File: src/rtl/dvmh_pkg.sv
// ----------------------------------------------------------------------------
// dvmh_pkg
// Shared types and constants of the drive voltage monitor.
// ----------------------------------------------------------------------------
`default_nettype none

package dvmh_pkg;

    localparam int ADC_BITS_DEFAULT = 10;

    localparam int TENTHS_W = 11;
    localparam int VOLTS_W  = 13;
    localparam int SPAN_W   = 13;
    localparam int CFG_IDX_W = 3;

    localparam logic [SPAN_W-1:0]   DRIVE_SPAN  = SPAN_W'(1900);
    localparam logic [SPAN_W-1:0]   XDCR_SPAN   = SPAN_W'(6490);
    localparam logic [VOLTS_W-1:0]  XDCR_OFFSET = VOLTS_W'(285);

    localparam logic [TENTHS_W-1:0] RELAY_ON_RST  = TENTHS_W'(500);
    localparam logic [TENTHS_W-1:0] RELAY_OFF_RST = TENTHS_W'(400);
    localparam logic [TENTHS_W-1:0] WARN_DRV_RST  = TENTHS_W'(1000);
    localparam logic [VOLTS_W-1:0]  WARN_XDCR_RST = VOLTS_W'(4000);
    localparam logic [TENTHS_W-1:0] TRIP_DRV_RST  = TENTHS_W'(1200);
    localparam logic [VOLTS_W-1:0]  TRIP_XDCR_RST = VOLTS_W'(4500);

    typedef enum logic [CFG_IDX_W-1:0] {
        REG_RELAY_ON  = 3'd0,
        REG_RELAY_OFF = 3'd1,
        REG_WARN_DRV  = 3'd2,
        REG_WARN_XDCR = 3'd3,
        REG_TRIP_DRV  = 3'd4,
        REG_TRIP_XDCR = 3'd5
    } cfg_reg_t;

endpackage

`default_nettype wire

File: src/rtl/drive_voltage_monitor_hysteresis.sv
// An input transaction reaches result valid through the input register, the
// product register and the result register.
// Throughput: one transaction per cycle while m_tready is high; the three stages advance
// on their own ready, so a stalled result does not block an empty stage behind it.
// Reset: rst_n clears stage valids, relay, warning, fault and loads the
// threshold registers with their defaults.
// ----------------------------------------------------------------------------
// drive_voltage_monitor_hysteresis
// Scales drive and transducer converter samples, drives a hysteresis relay,
// raises a warning and latches an overload fault.
// ----------------------------------------------------------------------------
`default_nettype none

module drive_voltage_monitor_hysteresis
    import dvmh_pkg::*;
#(
    parameter int ADC_BITS = ADC_BITS_DEFAULT,
    localparam int IN_W = ((2 * ADC_BITS + 7) / 8) * 8
)
(
    input  wire logic                  clk,
    input  wire logic                  rst_n,

    input  wire logic                  s_tvalid,
    output logic                       s_tready,
    input  wire logic [IN_W-1:0]       s_tdata,   // drive_sample, transducer_sample, zero pad
    input  wire logic                  s_tuser,   // clear_fault

    output logic                       m_tvalid,
    input  wire logic                  m_tready,
    output logic [23:0]                m_tdata,   // drive_tenths, transducer_volts
    output logic [2:0]                 m_tuser,   // relay_on, warning, fault

    input  wire logic                  cfg_valid,
    output logic                       cfg_ready,
    input  wire logic [CFG_IDX_W-1:0]  cfg_index,
    input  wire logic [VOLTS_W-1:0]    cfg_data
);

    localparam int PROD_W = ADC_BITS + SPAN_W;
    localparam logic [PROD_W-1:0] FS_MASK = PROD_W'((1 << ADC_BITS) - 1);

    function automatic logic [PROD_W-1:0] div_fs(input logic [PROD_W-1:0] x);
        logic [PROD_W-1:0] q0;
        logic [PROD_W-1:0] r0;
        logic [PROD_W-1:0] q1;
        logic [PROD_W-1:0] r1;
        q0 = x >> ADC_BITS;
        r0 = (x & FS_MASK) + q0;
        q1 = r0 >> ADC_BITS;
        r1 = (r0 & FS_MASK) + q1;
        return q0 + q1 + ((r1 >= FS_MASK) ? PROD_W'(1) : PROD_W'(0));
    endfunction

    // threshold registers
    logic [TENTHS_W-1:0] relay_on_reg;
    logic [TENTHS_W-1:0] relay_off_reg;
    logic [TENTHS_W-1:0] warn_drv_reg;
    logic [VOLTS_W-1:0]  warn_xdcr_reg;
    logic [TENTHS_W-1:0] trip_drv_reg;
    logic [VOLTS_W-1:0]  trip_xdcr_reg;

    // pipeline control
    logic v1_reg, v2_reg, v3_reg;
    logic ready1, ready2, ready3;

    // stage payloads
    logic [ADC_BITS-1:0] dcode_reg;
    logic [ADC_BITS-1:0] tcode_reg;
    logic                clr1_reg;
    logic [PROD_W-1:0]   dprod_reg;
    logic [PROD_W-1:0]   tprod_reg;
    logic                clr2_reg;
    logic [PROD_W-1:0]   dprod_next;
    logic [PROD_W-1:0]   tprod_next;

    // state
    logic relay_reg, warn_reg, fault_reg;
    logic relay_next, warn_next, fault_next;
    logic [TENTHS_W-1:0] drive_next;
    logic [VOLTS_W-1:0]  xdcr_next;
    logic [PROD_W-1:0]   dq;
    logic [PROD_W-1:0]   tq;
    logic                fault_cleared;

    // result register
    logic [TENTHS_W-1:0] drive_reg;
    logic [VOLTS_W-1:0]  xdcr_reg;
    logic                relay_out_reg, warn_out_reg, fault_out_reg;

    assign ready3   = !v3_reg || m_tready;
    assign ready2   = !v2_reg || ready3;
    assign ready1   = !v1_reg || ready2;
    assign s_tready = ready1;
    assign cfg_ready = 1'b1;

    always_ff @(posedge clk or negedge rst_n)
    begin
        if (!rst_n)
        begin
            relay_on_reg  <= RELAY_ON_RST;
            relay_off_reg <= RELAY_OFF_RST;
            warn_drv_reg  <= WARN_DRV_RST;
            warn_xdcr_reg <= WARN_XDCR_RST;
            trip_drv_reg  <= TRIP_DRV_RST;
            trip_xdcr_reg <= TRIP_XDCR_RST;
        end
        else if (cfg_valid)
        begin
            unique case (cfg_reg_t'(cfg_index))
                REG_RELAY_ON:  relay_on_reg  <= cfg_data[TENTHS_W-1:0];
                REG_RELAY_OFF: relay_off_reg <= cfg_data[TENTHS_W-1:0];
                REG_WARN_DRV:  warn_drv_reg  <= cfg_data[TENTHS_W-1:0];
                REG_WARN_XDCR: warn_xdcr_reg <= cfg_data;
                REG_TRIP_DRV:  trip_drv_reg  <= cfg_data[TENTHS_W-1:0];
                REG_TRIP_XDCR: trip_xdcr_reg <= cfg_data;
                default: ;
            endcase
        end
    end

    always_ff @(posedge clk or negedge rst_n)
    begin
        if (!rst_n)
        begin
            v1_reg    <= 1'b0;
            v2_reg    <= 1'b0;
            v3_reg    <= 1'b0;
            relay_reg <= 1'b0;
            warn_reg  <= 1'b0;
            fault_reg <= 1'b0;
        end
        else
        begin
            if (ready1)
                v1_reg <= s_tvalid;
            if (ready2)
                v2_reg <= v1_reg;
            if (ready3)
                v3_reg <= v2_reg;
            if (ready3 && v2_reg)
            begin
                relay_reg <= relay_next;
                warn_reg  <= warn_next;
                fault_reg <= fault_next;
            end
        end
    end

    assign dprod_next = PROD_W'(dcode_reg) * PROD_W'(DRIVE_SPAN);
    assign tprod_next = PROD_W'(tcode_reg) * PROD_W'(XDCR_SPAN);

    always_comb
    begin
        dq            = div_fs(dprod_reg);
        tq            = div_fs(tprod_reg);
        drive_next    = dq[TENTHS_W-1:0];
        xdcr_next     = tq[VOLTS_W-1:0] + XDCR_OFFSET;
        fault_cleared = fault_reg && !clr2_reg;
        relay_next    = relay_reg;
        warn_next     = warn_reg;
        fault_next    = fault_cleared;
        if (!fault_cleared)
        begin
            if (relay_reg)
                relay_next = !(drive_next < relay_off_reg);
            else
                relay_next = drive_next > relay_on_reg;
            warn_next  = (drive_next > warn_drv_reg) || (xdcr_next > warn_xdcr_reg);
            fault_next = (drive_next > trip_drv_reg) || (xdcr_next > trip_xdcr_reg);
        end
    end

    always_ff @(posedge clk)
    begin
        if (ready1 && s_tvalid)
        begin
            dcode_reg <= s_tdata[ADC_BITS-1:0];
            tcode_reg <= s_tdata[2*ADC_BITS-1:ADC_BITS];
            clr1_reg  <= s_tuser;
        end
        if (ready2 && v1_reg)
        begin
            dprod_reg <= dprod_next;
            tprod_reg <= tprod_next;
            clr2_reg  <= clr1_reg;
        end
        if (ready3 && v2_reg)
        begin
            drive_reg     <= drive_next;
            xdcr_reg      <= xdcr_next;
            relay_out_reg <= relay_next;
            warn_out_reg  <= warn_next;
            fault_out_reg <= fault_next;
        end
    end

    assign m_tvalid = v3_reg;
    assign m_tdata  = {xdcr_reg, drive_reg};
    assign m_tuser  = {fault_out_reg, warn_out_reg, relay_out_reg};

endmodule

`default_nettype wire

File: config.mk
export PLATFORM = sky130hd
export DESIGN_NAME = drive_voltage_monitor_hysteresis
export DESIGN_NICKNAME = d
export VERILOG_FILES = /design/src/rtl/dvmh_pkg.sv /design/src/rtl/drive_voltage_monitor_hysteresis.sv
export SDC_FILE = /design/constraint.sdc
export NUM_CORES = 1
export LEC_CHECK = 0
export BUFFER_PORTS_ARGS = -buffer_cell sky130_fd_sc_hd__buf_2
export CAP_MARGIN = 0
export CORE_MARGIN = 3
export CORE_UTILIZATION = 40
export DETAILED_ROUTE_END_ITERATION = 16
export PLACE_DENSITY = 0.59
export SLEW_MARGIN = 20
export SYNTH_ARGS = -nofsm -noshare
export SYNTH_HDL_FRONTEND = slang
export SYNTH_SLANG_ARGS = --single-unit
File: constraint.sdc
create_clock -name clk -period 7.5 [get_ports clk]
set_input_delay 0.75 -clock clk [delete_from_list [all_inputs] [get_ports clk]]
set_output_delay 0.75 -clock clk [all_outputs]
set_load 0.01 [all_outputs]
Word level (Yosys, flattened, before mapping)
Index checks and enable logic that the tools add are counted.
{"block": "totals", "in_bits": 46, "word_cells": 74, "out_inout_bits": 30, "reg_bits": 166}
{"block": "op_classes", "muxes": 6, "reduce_logical": 21, "n_addsub": 9, "n_eq_ne": 5, "n_mul": 2, "magnitude_cmp": 8}
{"cell": "$gt A11 B11 Y1", "n": 3}
{"cell": "$gt A13 B13 Y1", "n": 2}
{"cell": "$ge A11 B10 Y1 const B", "n": 2}
{"cell": "$mul A10 B12 Y22 const B", "n": 1}
{"cell": "$mul A10 B9 Y19 const B", "n": 1}
{"cell": "$add A10 B13 Y14", "n": 1}
{"cell": "$add A13 B1 Y13", "n": 1}
{"cell": "$add A13 B4 Y13", "n": 1}
{"cell": "$add A13 B9 Y13 const B", "n": 1}
{"cell": "$add A10 B11 Y12", "n": 1}
{"cell": "$reduce_and A2 Y1", "n": 6}
{"cell": "$add A10 B2 Y11", "n": 1}
{"cell": "$add A10 B4 Y11", "n": 1}
{"cell": "$add A11 B1 Y11", "n": 1}
{"cell": "$add A11 B2 Y11", "n": 1}
{"cell": "$lt A11 B11 Y1", "n": 1}
{"cell": "$eq A3 B2 Y1 const B", "n": 2}
{"cell": "$eq A3 B3 Y1 const B", "n": 2}
{"cell": "$mux W1", "n": 6}
{"cell": "$logic_not A1 Y1", "n": 5}
{"cell": "$logic_or A1 B1 Y1", "n": 5}
{"cell": "$logic_and A1 B1 Y1", "n": 4}
{"cell": "$eq A3 B1 Y1 const B", "n": 1}
{"cell": "$logic_not A3 Y1", "n": 1}

Logic depth before layout (Yosys ltp)
{"block": "depth", "word_depth": 9, "ltp_mapped": 34, "mapped_depth_nobuf": 34}

Worst setup path after synthesis
OpenSTA, ideal clock, no wires.
{"block": "synth_path", "path_type": "reg-to-reg", "from": "register tprod_reg[11]", "to": "register fault_out_reg, data pin", "path_slack_ps": 555, "n_path_buf": 0, "required_time_ps": 7241, "setup_ps": 259, "stages_incl_launch_ff": 34, "period_less_slack_ps": 6945, "arrival_ps": 6686, "path_cell_list": "edfxtp_1 ha_1 inv_1 fa_1 nand2b_1 a21oi_1 o21ai_0 a21oi_1 a21o_1 nand2_1 xnor2_1 fa_1 xor2_1 nand3_1 o31a_1 or4_1 ha_1 inv_1 ha_1 fa_1 a21o_1 a21oi_1 o21bai_1 a21oi_1 nor2_1 a21oi_1 nor2_1 xor2_1 ha_1 a2111oi_0 and3_1 nor3_1 a2bb2oi_1 nand2_1"}
{"block": "synth_via", "elab_chain_len": 9, "elab_cells_between_ends": 10, "classes_between": "5 x add/sub; 2 x order compare; 2 x mux; 1 x reduce/logical"}
{"element": "start, declared", "line": "drive_voltage_monitor_hysteresis.sv:72", "source": "logic [PROD_W-1:0] tprod_reg;"}
{"element": "start signal, assigned", "line": "drive_voltage_monitor_hysteresis.sv:185", "source": "tprod_reg <= tprod_next;"}
{"element": "$add A10 B13 Y14", "line": "drive_voltage_monitor_hysteresis.sv:49", "source": "r0 = (x & FS_MASK) + q0;"}
{"element": "$add A10 B4 Y11", "line": "drive_voltage_monitor_hysteresis.sv:51", "source": "r1 = (r0 & FS_MASK) + q1;"}
{"element": "$ge A11 B10 Y1", "line": "drive_voltage_monitor_hysteresis.sv:52", "source": "return q0 + q1 + ((r1 >= FS_MASK) ? PROD_W'(1) : PROD_W'(0));"}
{"element": "$mux W1", "line": "drive_voltage_monitor_hysteresis.sv:52"}
{"element": "$add A13 B1 Y13 *", "line": "drive_voltage_monitor_hysteresis.sv:52"}
{"element": "$add A13 B9 Y13 *", "line": "drive_voltage_monitor_hysteresis.sv:158", "source": "xdcr_next = tq[VOLTS_W-1:0] + XDCR_OFFSET;"}
{"element": "via xdcr_next[12]", "line": "drive_voltage_monitor_hysteresis.sv:81", "source": "logic [VOLTS_W-1:0] xdcr_next;"}
{"element": "$gt A13 B13 Y1 *", "line": "drive_voltage_monitor_hysteresis.sv:170", "source": "fault_next = (drive_next > trip_drv_reg) || (xdcr_next > trip_xdcr_reg);"}
{"element": "$logic_or A1 B1 Y1 *", "line": "drive_voltage_monitor_hysteresis.sv:170"}
{"element": "$mux W1 *", "line": "drive_voltage_monitor_hysteresis.sv:163", "source": "if (!fault_cleared)"}
{"element": "via fault_next", "line": "drive_voltage_monitor_hysteresis.sv:79", "source": "logic relay_next, warn_next, fault_next;"}
{"element": "end signal, assigned", "line": "drive_voltage_monitor_hysteresis.sv:194", "source": "fault_out_reg <= fault_next;"}
{"element": "end, declared", "line": "drive_voltage_monitor_hysteresis.sv:89", "source": "logic relay_out_reg, warn_out_reg, fault_out_reg;"}
The timed path passes the listed nets; every way through them passes the cells marked *.
A chain may end at the register's enable or synchronous reset.

Worst setup path after layout
{"block": "layout_path", "from": "register tprod_reg[15]", "to": "register fault_reg"}
{"block": "layout_via", "elab_chain_len": 9, "elab_cells_between_ends": 10, "classes_between": "5 x add/sub; 2 x order compare; 2 x mux; 1 x reduce/logical"}
{"element": "$add A10 B13 Y14", "line": "drive_voltage_monitor_hysteresis.sv:49"}
{"element": "$add A10 B4 Y11", "line": "drive_voltage_monitor_hysteresis.sv:51"}
{"element": "$ge A11 B10 Y1", "line": "drive_voltage_monitor_hysteresis.sv:52"}
{"element": "$mux W1", "line": "drive_voltage_monitor_hysteresis.sv:52"}
{"element": "$add A13 B1 Y13 *", "line": "drive_voltage_monitor_hysteresis.sv:52"}
{"element": "$add A13 B9 Y13 *", "line": "drive_voltage_monitor_hysteresis.sv:158"}
{"element": "via xdcr_next[12]", "line": "drive_voltage_monitor_hysteresis.sv:81"}
{"element": "$gt A13 B13 Y1 *", "line": "drive_voltage_monitor_hysteresis.sv:170"}
{"element": "$logic_or A1 B1 Y1 *", "line": "drive_voltage_monitor_hysteresis.sv:170"}
{"element": "$mux W1 *", "line": "drive_voltage_monitor_hysteresis.sv:163"}
{"element": "end signal, assigned", "line": "drive_voltage_monitor_hysteresis.sv:145", "source": "fault_reg <= fault_next;"}
{"element": "end, declared", "line": "drive_voltage_monitor_hysteresis.sv:78", "source": "logic relay_reg, warn_reg, fault_reg;"}
Marks and branches as above.

==> flow_summary.toml <==
[run_status]
outcome = "complete, no violations"

[drt]
final_antenna_net_count = 0
firstDrtPassIters = 5
finalWirelength_mm = 27.3
wl_per_cell_um = 15.5
drc_errors = 0
via_per_inst = 4.97
via_count = 8724
drt_iter0_markers = 391

[timing]
setup_ws_ns = 0.436
maxSlewHeadroom_pct = 38.4
finalHoldViolCount = 0
fin_worst_skew_ns = 0.0144
period_share_pct = 94.2
drv_slew = 0
max_freq_ghz = 0.142
period_needed_ns = 7.06
final-setup-viol-count = 0
worstMarginPinSlew_ns = 0.924

[synth]
ys.flop_type = "edfxtp_1"
syn_nets = 1549
synth-edff-count = 90
ys_ff_latch = 166
synth_warnings = 0
syn_avg_cell_area_um2 = 10.9
synth_cell_types = 62
ys_seq_area_share_pct = 35.3
async_flop_share_pct = 45.8
postSynthCellCount = 1209
synth_area_um2 = 13200

[setup_path]
end_kind = "flop"
reg2regPathDepth = 32
crit_top_cell = "ha_1"
cp_slowest_stage_delay_ns = 0.54
critical_path_arrival_ns = 7.37
worstSetupStartpointType = "flop"
crit_fanout = 3
required_ns = 7.81
crit_type = "reg2reg"
crit_slowest_cell = "or4_4"

[power]
swShare_pct = 43.3
pwr-share-seq_pct = 22.0
pwr-share-comb_pct = 65.8
p_int_uw = 4150
total_power_uw = 7310
switching_power_uw = 3170
powerDensity_nw_per_um2 = 491
irDropWorstVdd_v = 0.000210
leakage_uw = 0.00688
p_clk_share_pct = 12.1

[layout]
n_antenna_cell = 0
synthToLayoutAreaGrowth_pct = 13.2
drive_above_1_share_pct = 16.6
largest_reg_flops = 22
fin_nets = 1648

[global_route]
grt_pass1_wl_mm = 45.8
first_global_vias = 8985
grt_overflow = 0
grt_usage_pct = 16.2
grt_max_degree = 77
antenna_found_initial = 0

[clocking]
numCtsBuffers = 17
max-clock-path-buffers = 2
cts_tree = "yes"
clk_latency_ns = 0.43
root_buffer = "clkbuf_16"
cts.sinks = 166
htree_levels = 4
clk_pin_slew_ns = 0.07

[die]
core_area_um2 = 32000
initial_core_util_pct = 41.1
die_h_um = 187
rows = 65
die_area_um2 = 35100
ios = 76
fp.dieW_um = 187

[place]
dp_slack_ns = -0.0579
place.gp.congestion = 0.836
dp.final_hpwl_mm = 21.6
port_buffers = 70

[run]
maxCapViolCount = 0

[hold_path]
hp-class = "in2async"
-- cells in the final DEF (no fill, tap or decap), types with 5 or more instances in the layout --
cell type    n
and3_1       5
inv_1      184
xor2_1      17
nand3_1     19
a31oi_1      6
nor3_1      16
o211ai_1     5
o21a_1      18
buf_4       25
nor2b_1     18
nor4_1       7
mux2_2      31
nand2b_1    14
o21bai_1     9
dfrtp_1     46
nand4_1     15
nand2_1     74
nor2_1      38
a21oi_1     41
dfstp_2     30
a21oi_2      6
xnor2_1     42
a21o_1      23
o21ai_0     68
edfxtp_1    90
clkbuf_16   18
buf_2       69
a211oi_1     6
ha_1       219
fa_1        73
-- worst max-delay path: cells and delay by family (launching register included) --
kind | cells | cell delay [ns]
flip-flops | 1 | 0.43
adder cells (fa/ha/maj) | 7 | 2.22
XOR/XNOR | 3 | 0.45
AND/OR/NAND/NOR | 8 | 1.64
AO/OA/AOI/OAI | 12 | 2.05
buffers and inverters | 2 | 0.17
-- Yosys cell counts (19+ instances only) --
cell      count  area (um^2)
ha_1        220         2750
inv_1       184          691
edfxtp_1     90         2700
fa_1         74         1480
nand2_1      74          278
o21ai_0      69          345
a21oi_1      47          235
dfrtp_1      46         1150
xnor2_1      45          394
nor2_1       39          146
mux2_2       31          349
dfstp_2      30          788
a21o_1       23          173
xor2_1       20          175
nand3_1      19         95.1
-- what timing repair did --
item,CTS,global route
hold buffers,0,0
resized for setup,2,20
pin swaps,0,6
cloned,0,0
buffers inserted,0,1
setup endpoints to repair,2,6
-- area by class of cell --
| class | count | area, um^2 |
|---|---|---|
| fillers | 2983 | 17100 |
| multi-input cells | 844 | 7860 |
| flip-flops and latches | 166 | 4640 |
| inverters | 184 | 691 |
| repair buffers | 95 | 544 |
| well taps | 435 | 544 |
| clock buffers | 25 | 517 |
| clock inverters | 7 | 80.1 |
-- metrics by stage --
stage          cells  cell area (um^2)  utilization, %  setup TNS, ns  hold WS [ns]
3_3_place_gp    1723             14200            44.3              0         0.460
3_5_place_dp    1723             14200            44.3         -0.110         0.467
2_1_floorplan   1209             13200               -              0         0.400
6_report        1756             14900            46.6              0         0.343
4_1_cts         1755             14800            46.2              0         0.462
5_1_grt         1756             14900            46.6        -0.0472         0.404
-- layer usage --
| layer | global-route usage [%] | share of wire (%) |
|---|---|---|
| met1 | 22.8 | 50 |
| met2 | 26.2 | 45 |
| met3 | 2.75 | 3.4 |
| met4 | 4.16 | 1.3 |
| met5 | 0 | 0 |
-- final timing paths --
check	to	start	slack [ns]
min	relay_off_reg[5]	rst_n	0.34
max	fault_reg	tprod_reg[15]	0.44
min reg2reg	clr2_reg	clr1_reg	0.49
max reg2reg	fault_reg	tprod_reg[15]	0.44
max in group asynchronous	m_tvalid	rst_n	6.64
min in group clk	clr2_reg	clr1_reg	0.49
-- kinds of logic after synthesis --
kind of cell             count (synthesis)  synth area share (%)
buffers and inverters                  199                  5.92
other                                    1                0.0285
AO/OA/AOI/OAI                          212                  10.1
XOR/XNOR                                66                  4.50
flip-flops                             166                  35.3
adder cells (fa/ha/maj)                295                  32.3
AND/OR/NAND/NOR                        239                  9.22
multiplexers                            31                  2.65
-- power groups by stage --
stage / clock network [uW] / logic (uW) / registers, uW
after floorplan: 0 / 3440 / 1600
after global placement: 0 / 4580 / 1620
after detailed placement: 0 / 4670 / 1630
after CTS: 912 / 4750 / 1610
after global routing: 954 / 5500 / 1650
final: 887 / 4810 / 1610
(Power assumes the default switching activity.)
